==> config.mk <==
export PLATFORM = sky130hd
export DESIGN_NAME = tsmd_relax
export DESIGN_NICKNAME = d
export VERILOG_FILES = /design/src/tsmd_pkg.sv /design/src/tsmd_relax.sv
export SDC_FILE = /design/constraint.sdc
export NUM_CORES = 1
export LEC_CHECK = 0
export ABC_CLOCK_PERIOD_IN_PS = 4100
export BUFFER_PORTS_ARGS = -buffer_cell sky130_fd_sc_hd__buf_2
export CAP_MARGIN = 10
export CORE_MARGIN = 3
export CORE_UTILIZATION = 50
export DETAILED_ROUTE_END_ITERATION = 8
export PLACE_DENSITY = 0.84
export SYNTH_ARGS = -nofsm -noshare
export SYNTH_HDL_FRONTEND = slang
export SYNTH_SLANG_ARGS = --single-unit
==> constraint.sdc <==
create_clock -name clk -period 4.1 [get_ports clk]
set_clock_uncertainty 0.05 [all_clocks]
set_input_delay 0.82 -clock clk [delete_from_list [all_inputs] [get_ports clk]]
set_output_delay 0.82 -clock clk [all_outputs]
set_load 0.02 [all_outputs]
==> src/tsmd_pkg.sv <==
// Shared types, constants and distance helpers for the two-server minimum distance block.
// Used by tsmd_relax and two_server_min_distance_dp; depends on nothing else.
package tsmd_pkg;

    localparam int MAX_EVENTS  = 1024;
    localparam int MAX_COORD   = 1023;
    localparam int STORE_DEPTH = MAX_EVENTS + 2;
    localparam int IDX_W       = $clog2(STORE_DEPTH);
    localparam int CNT_W       = $clog2(MAX_EVENTS + 1);
    localparam int COORD_W     = 10;
    localparam int DIST_W      = COORD_W + 1;
    localparam int COST_W      = 22;
    localparam int IN_TDATA_W  = 24;
    localparam int OUT_TDATA_W = 24;

    localparam logic [COST_W-1:0]  COST_MAX  = {COST_W{1'b1}};
    localparam logic [COORD_W-1:0] COORD_MAX = COORD_W'(MAX_COORD);

    typedef struct packed {
        logic [COORD_W-1:0] col;
        logic [COORD_W-1:0] row;
    } point_t;

    // Write request into the cost table.
    typedef struct packed {
        logic              en;
        logic [IDX_W-1:0]  idx;
        logic [COST_W-1:0] data;
    } cost_wr_t;

    function automatic logic [COORD_W-1:0] clamp_coord(input logic [COORD_W-1:0] v);
        return (v > COORD_MAX) ? COORD_MAX : v;
    endfunction

    function automatic logic [COORD_W-1:0] abs_diff(input logic [COORD_W-1:0] a,
                                                    input logic [COORD_W-1:0] b);
        return (a > b) ? (a - b) : (b - a);
    endfunction

    function automatic logic [DIST_W-1:0] manhattan(input point_t a, input point_t b);
        return DIST_W'(abs_diff(a.row, b.row)) + DIST_W'(abs_diff(a.col, b.col));
    endfunction

    // The addend is far below the cost range, so the sum overflows by at most one bit.
    function automatic logic [COST_W-1:0] sat_add(input logic [COST_W-1:0] a,
                                                  input logic [DIST_W-1:0] b);
        logic [COST_W:0] sum;
        sum = {1'b0, a} + (COST_W + 1)'(b);
        return sum[COST_W] ? COST_MAX : sum[COST_W-1:0];
    endfunction

endpackage

==> src/tsmd_relax.sv <==
// Two-stage relaxation datapath: updates one cost entry per cycle and tracks the minima.
// Depends on tsmd_pkg.
module tsmd_relax (
    input  logic                      clk,
    input  logic                      rst_n,
    input  logic                      clear,
    input  logic                      in_vld,
    input  logic [tsmd_pkg::IDX_W-1:0]  in_idx,
    input  tsmd_pkg::point_t            pos_q,
    input  logic [tsmd_pkg::COST_W-1:0] cost_q,
    input  tsmd_pkg::point_t            new_pos,
    input  logic [tsmd_pkg::DIST_W-1:0] d_move,
    output tsmd_pkg::cost_wr_t          cost_wr,
    output logic [tsmd_pkg::COST_W-1:0] joined,
    output logic [tsmd_pkg::COST_W-1:0] best_run,
    output logic                      busy
);
    import tsmd_pkg::*;

    logic              s2_vld_reg;
    logic [DIST_W-1:0] s2_dist_reg;
    logic [COST_W-1:0] s2_cost_reg;
    logic [COST_W-1:0] s2_upd_reg;
    logic [COST_W-1:0] joined_reg;
    logic [COST_W-1:0] best_reg;
    logic [COST_W-1:0] upd;
    logic [COST_W-1:0] via;

    // Stage one: the server at the latest position moves; entry j keeps its other server.
    assign upd          = sat_add(cost_q, d_move);
    assign cost_wr.en   = in_vld;
    assign cost_wr.idx  = in_idx;
    assign cost_wr.data = upd;

    // Stage two: the server at position j moves instead, which frees the latest position.
    assign via = sat_add(s2_cost_reg, s2_dist_reg);

    always_ff @(posedge clk or negedge rst_n)
    begin
        if (!rst_n)
        begin
            s2_vld_reg <= 1'b0;
        end
        else
        begin
            s2_vld_reg <= in_vld;
        end
    end

    always_ff @(posedge clk)
    begin
        s2_dist_reg <= manhattan(pos_q, new_pos);
        s2_cost_reg <= cost_q;
        s2_upd_reg  <= upd;
        if (clear)
        begin
            joined_reg <= COST_MAX;
            best_reg   <= COST_MAX;
        end
        else if (s2_vld_reg)
        begin
            if (via < joined_reg)
            begin
                joined_reg <= via;
            end
            if (s2_upd_reg < best_reg)
            begin
                best_reg <= s2_upd_reg;
            end
        end
    end

    assign joined   = joined_reg;
    assign best_run = best_reg;
    assign busy     = s2_vld_reg;

endmodule

======== Yosys cells after proc, flatten, opt, wreduce, memory -nomap -nowiden ========
Index checks and enable logic that the tools add are counted.
word-level totals
  word-level logic and storage cells ...... 23
  output and inout bits ................... 79
  register bits ........................... 100
  input bits .............................. 88
cells by class
  reduce and logical (&&, ||, !) cells .... 2
  muxes and demuxes ....................... 4
  add/subtract/negate cells ............... 7
  $lt $le $gt $ge ......................... 4
operator list
  cell                                       number
  22-bit by 11-bit adder with 23-bit output  2
  22-bit < comparator                        2
  22-bit 2-to-1 mux                          2
  10-bit subtractor                          4
  10-bit greater-than comparator             2
  10-bit 2-to-1 mux                          2
  10-bit by 10-bit adder with 11-bit output  1
  2-bit AND reduction                        2

======== Longest topological paths before layout ========
  depth in word-level cells ............... 4
  gate-level depth with buffers ........... 20
  depth with buffers taken out ............ 19

======== Worst setup path before layout ========
OpenSTA, ideal clock, no wires.
  path type ............................... register to register
  start point ............................. register s2_dist_reg[0]
  end point ............................... register joined_reg[21] (netlist: joined[21])
  setup time .............................. 0.126 ns
  period minus slack after synthesis ...... 4.561 ns
  data arrival time ....................... 4.385 ns
  slack ................................... -0.461 ns
  cell stages (with the launch flop) ...... 21
  path through ............................ dfxtp_1 ha_1 fa_1 a211oi_1 o21ai_2 a21oi_4 or2_2 clkbuf_1 clkbuf_1 nand2_1 ha_1 a21o_1 a21o_1 a21oi_1 o21ai_0 a311oi_4 nor2_4 buf_6 buf_6 a21oi_2 o31ai_2
between the ends
  longest elaborated chain between the ends .. 4
RTL lines
  element                                    RTL line          text
  start: declaration                         tsmd_relax.sv:21  logic [DIST_W-1:0] s2_dist_reg;
  start signal: assignment                   tsmd_relax.sv:52  s2_dist_reg <= manhattan(pos_q, new_pos);
  22-bit by 11-bit adder with 23-bit output  tsmd_pkg.sv:48    sum = {1'b0, a} + (COST_W + 1)'(b);
  22-bit 2-to-1 mux                          tsmd_pkg.sv:49    return sum[COST_W] ? COST_MAX : sum[COST_W-1:0];
  named net via[3]                           tsmd_relax.sv:27  logic [COST_W-1:0] via;
  22-bit < comparator                        tsmd_relax.sv:62  if (via < joined_reg)
  2-bit AND reduction (no source line)       n/a
  end signal: assignment                     tsmd_relax.sv:64  joined_reg <= via;
  end: declaration                           tsmd_relax.sv:24  logic [COST_W-1:0] joined_reg;
The timed path passes the listed nets, and every way through them passes these cells.
A chain may end at the register's enable or synchronous reset.

==> results.tsv <==
stage	metric	value	unit
place	placed inst area	8843	um2
synthesis	ys async rst share	1.000	%
worst_setup_path	Critical Path RT	3.23	ns
pwr	NetSw	0.002099	W
synthesis	Synth area leader	dfxtp_1	
final_layout	filler cell count	1145	
pwr	Int Pwr	0.002979	W
timing	post-route clock period utilization	99.82	%
final_layout	fin nets	1286	
clock_tree	clk_lat worst skew	0.35	ns
clock_tree	Clock Root Buffer	clkbuf_16	
final_layout	area delta synth->final	26.57	%
synthesis	Synth Net Count	1092	
pwr	pwr/cell area	532.5	nW/um2
global_routing	GRT Residual Overflow	0	
routing	drt pass-1 iters	5	
timing	count of final setup violators	0	
timing	Fmax	0.2443	GHz
pwr	Leak	4.994	nW
clock_tree	CTS tree	done	
synthesis	Synth cell types	64	
global_routing	vias in the first global route	6835	
worst_setup_path	Crit Path Category	primary input to output pin	
synthesis	top cell type's share of synthesized area	26.31	%
outcome	run status	finished clean	
final_layout	ratio of cells with drive above 1 in the final layout	28.69	%
timing	setup ws final	0.007388	ns
synthesis	cell count after synthesis	885	
routing	drt total wl	19.95	mm
place	GP Congestion	0.9045	
clock_tree	CTS Hold Bufs	0	
routing	Remaining DRCs	0	
worst_setup_path	Arr. time, crit path	3.22	ns
clock_tree	clock sink count	100	
synthesis	main area contributors after synthesis	dfxtp_1 26%, ha_1 19%, inv_1 5.3%	
worst_setup_path	reg2reg path depth	17	
floorplanning	Starting Density	51.44	%
synthesis	Synth Warn #	0	
job	max-cap violations	0	
worst_setup_path	worst-path maximum fanout	7	
clock_tree	H-Tree Depth	3	
pwr	Seq pwr share	25.7	%
routing	Initial DRC Count	481	
global_routing	initial antenna violation count	2	
timing	Slew HR	38.59	%
synthesis	main combinational cell family by area after synthesis	compound AO/OA/AOI/OAI gates	
clock_tree	total CTS buffers	9	
synthesis	Mean Syn Cell Area	8.512	um2
floorplanning	Die X-Extent	128.7	um
timing	final hold vios	0	
floorplanning	core area	14640	um2
place	dpl hpwl	14.90	mm
timing	Least-Margin Pin Slew	0.9212	ns
synthesis	Synth Area in Simple Gates	14.13	%
pwr	Switching Share	41.33	%
synthesis	area share of fa/ha/maj cells after synthesis	20.46	%
synthesis	Synth Area in Compound Gates	21.14	%
worst_setup_path	CP max stage cell	fa_2	
worst_setup_path	critical path cell sequence	buf_6 > ha_4 > inv_2 > fa_2 > nor2b_4 > o21ai_2 > a21oi_2 > o311ai_4 > a211oi_2 > nor3_2 > nand4b_1 > buf_6 > o31ai_2 > buf_4	
timing	hold_ws	0.1789	ns
timing	Setup TNS	0	ns
worst_setup_path	RR Endpoint	joined[5]	
global_routing	Total GRT Usage	22.57	%
hold_path	Hold Crit Class	primary input to asynchronous set/reset pin	
floorplanning	I/O pin cnt	167	
routing	via count	7096	
timing	pins over their slew limit	0	
pwr	Logic pwr share	57.0	%
pwr	maximum VDD drop	0.0003303	V
final_layout	Finished Cell Area	9535	um2
clock_tree	Clock Pin Slew Worst Setup and Hold Paths	0.07	ns
final_layout	area of the multi-input gates	5176	um2
global_routing	pin count of the biggest net entering global routing	47	
clock_tree	CTS max path bufs	2	
global_routing	first-pass GRT wire length	31.24	mm
floorplanning	Total Die Area	16580	um2
routing	Post-DRT Antenna Nets	0	
synthesis	post-synthesis mux area share	4.052	%
synthesis	sequential fraction of the synthesis area	26.64	%
worst_setup_path	Crit. Startpoint	d_move[0]	
worst_setup_path	R2R Path Start	s2_cost_reg[0]	
pwr	clock group share of total power	17.3	%
worst_setup_path	crit start category	primary input	
worst_setup_path	CP dominant cell by count	buf_6	
final_layout	register area	2009	um2
worst_setup_path	Max stage delay on crit path	0.38	ns
synthesis	Post-synth EDFFs	0	
routing	vias per cell	5.592	
timing	final critical-path required period	4.093	ns
synthesis	Synth Area in XOR/XNOR	5.580	%
floorplanning	die height	128.7	um
place	Port Buffers	144	
synthesis	synthesized area	7533	um2
floorplanning	num rows	44	
routing	routed length per instance	15.72	um
place	dpl ws	-0.2237	ns
timing	unrepaired setup endpoints after global routing	yes	
worst_setup_path	R2R setup slack	0.04	ns
synthesis	Main synth FF type	dfxtp_1	
synthesis	synthesized flop and latch total	100	
worst_setup_path	CP Capture Type	output pin	
-- power by group through the flow --
| stage | sequential (W) | combinational (W) | clock (W) |
|---|---|---|---|
| after floorplan | 0.00141 | 0.00173 | 0 |
| after global placement | 0.00132 | 0.00249 | 0 |
| after detailed placement | 0.00132 | 0.00258 | 0 |
| after CTS | 0.00130 | 0.00266 | 0.000889 |
| after global routing | 0.00133 | 0.00320 | 0.000923 |
| final | 0.00131 | 0.00289 | 0.000879 |
-- cell usage after synthesis, types with 2 or more instances --
cell type,count
a41oi_1,2
nand3_1,13
and4_1,5
nor3_1,21
mux2_2,12
o211ai_1,2
or2_2,7
nand2_1,59
nor2b_1,12
o311ai_0,2
nand2b_1,12
a2111oi_0,2
xor2_1,26
and2_1,5
a21o_1,25
o21a_1,7
a21oi_1,63
o21ai_1,2
a21boi_0,2
fa_1,7
ha_1,112
buf_2,7
a31oi_1,4
or3_1,2
o21ai_0,38
nand4_1,11
buf_1,2
xnor2_1,22
a221o_1,2
nor2_1,56
o21bai_1,12
a211o_1,35
o31ai_1,8
inv_1,106
and2b_1,3
buf_4,12
and3_1,9
dfxtp_1,99
clkbuf_1,13
a211oi_1,5
mux2i_1,17
buf_6,2
-- metrics by stage --
step                      total power (W)  instances  util [%]
final                            0.005078       1269     65.11
after global routing             0.005450       1269     65.11
after CTS                        0.004844       1263     63.26
after detailed placement         0.003898       1239     60.39
after global placement           0.003808       1239     60.39
after floorplan                  0.003143        885         -
-- worst max-delay path, delay by kind of cell --
kind / cells / cell delay, ns
adder cells (fa/ha/maj): 2 / 0.52
AND/OR/NAND/NOR: 3 / 0.53
AO/OA/AOI/OAI: 5 / 0.79
buffers and inverters: 4 / 0.55
-- layout make-up --
class	instances	area share, %
Timing Repair Buffer	219	14.79
Tap cell	184	2.414
Clock buffer	9	2.362
Inverter	106	4.173
Antenna cell	1	0.02624
Sequential cell	100	21.07
Clock inverter	7	0.8791
Multi-Input combinational cell	643	54.28
-- what timing repair did --
item	in CTS	in global routing
setup buffers	8	4
gates cloned	0	1
setup endpoints to repair	29	47
gates resized for setup	11	67
pin swaps	11	20
-- cell families after synthesis --
kind of cell / after synthesis
simple gates: 219
xor+xnor: 48
fa+ha+maj: 119
flops: 100
buf+inv: 142
compound gates: 228
mux: 29
-- cell usage in the layout (no fill, tap or decap), types with 5 or more instances in the layout --
| master | Yosys | routed |
|---|---|---|
| dfxtp_1 | 99 | 97 |
| mux2i_1 | 17 | 17 |
| nand2_1 | 59 | 54 |
| ha_1 | 112 | 106 |
| a21oi_1 | 63 | 53 |
| nand2b_1 | 12 | 12 |
| ha_4 | 0 | 5 |
| buf_6 | 2 | 9 |
| or2_2 | 7 | 6 |
| o21ai_0 | 38 | 24 |
| nand3_1 | 13 | 13 |
| a211o_1 | 35 | 35 |
| inv_1 | 106 | 105 |
| a21oi_2 | 1 | 11 |
| xor2_1 | 26 | 26 |
| a21o_1 | 25 | 25 |
| mux2_2 | 12 | 12 |
| and2_1 | 5 | 5 |
| clkbuf_16 | 0 | 9 |
| and4_1 | 5 | 5 |
| o21a_1 | 7 | 7 |
| xnor2_1 | 22 | 22 |
| buf_2 | 7 | 130 |
| and3_1 | 9 | 9 |
| buf_4 | 12 | 75 |
| o21ai_2 | 1 | 9 |
| o21bai_1 | 12 | 12 |
| nand4_1 | 11 | 11 |
| nand2_2 | 0 | 5 |
| o21ai_1 | 2 | 8 |
| nor2b_1 | 12 | 10 |
| nor3_1 | 21 | 20 |
| nor2_1 | 56 | 56 |
| o31ai_1 | 8 | 6 |
-- worst max-delay path by stage --
stage	to	cells after the start	slack, ns
6_report	cost_wr[10]	14	0.007
5_1_grt	cost_wr[10]	14	-0.08
4_1_cts	joined[5]	17	0.009
3_5_place_dp	s2_dist_reg[10]	20	-0.22
3_3_place_gp	s2_dist_reg[10]	19	-0.13
2_1_floorplan	joined[21]	20	-0.02
-- metal layers --
metal  vias up  part of all wire, %  GRT usage [%]
met1      3348                   43          28.78
met4         2                  2.9          7.659
met2       224                   49          38.63
li1       3473                    -              -
met5         -                0.035              0
met3        49                  5.7          3.861
No activity file was read; power rests on OpenSTA's default activity.
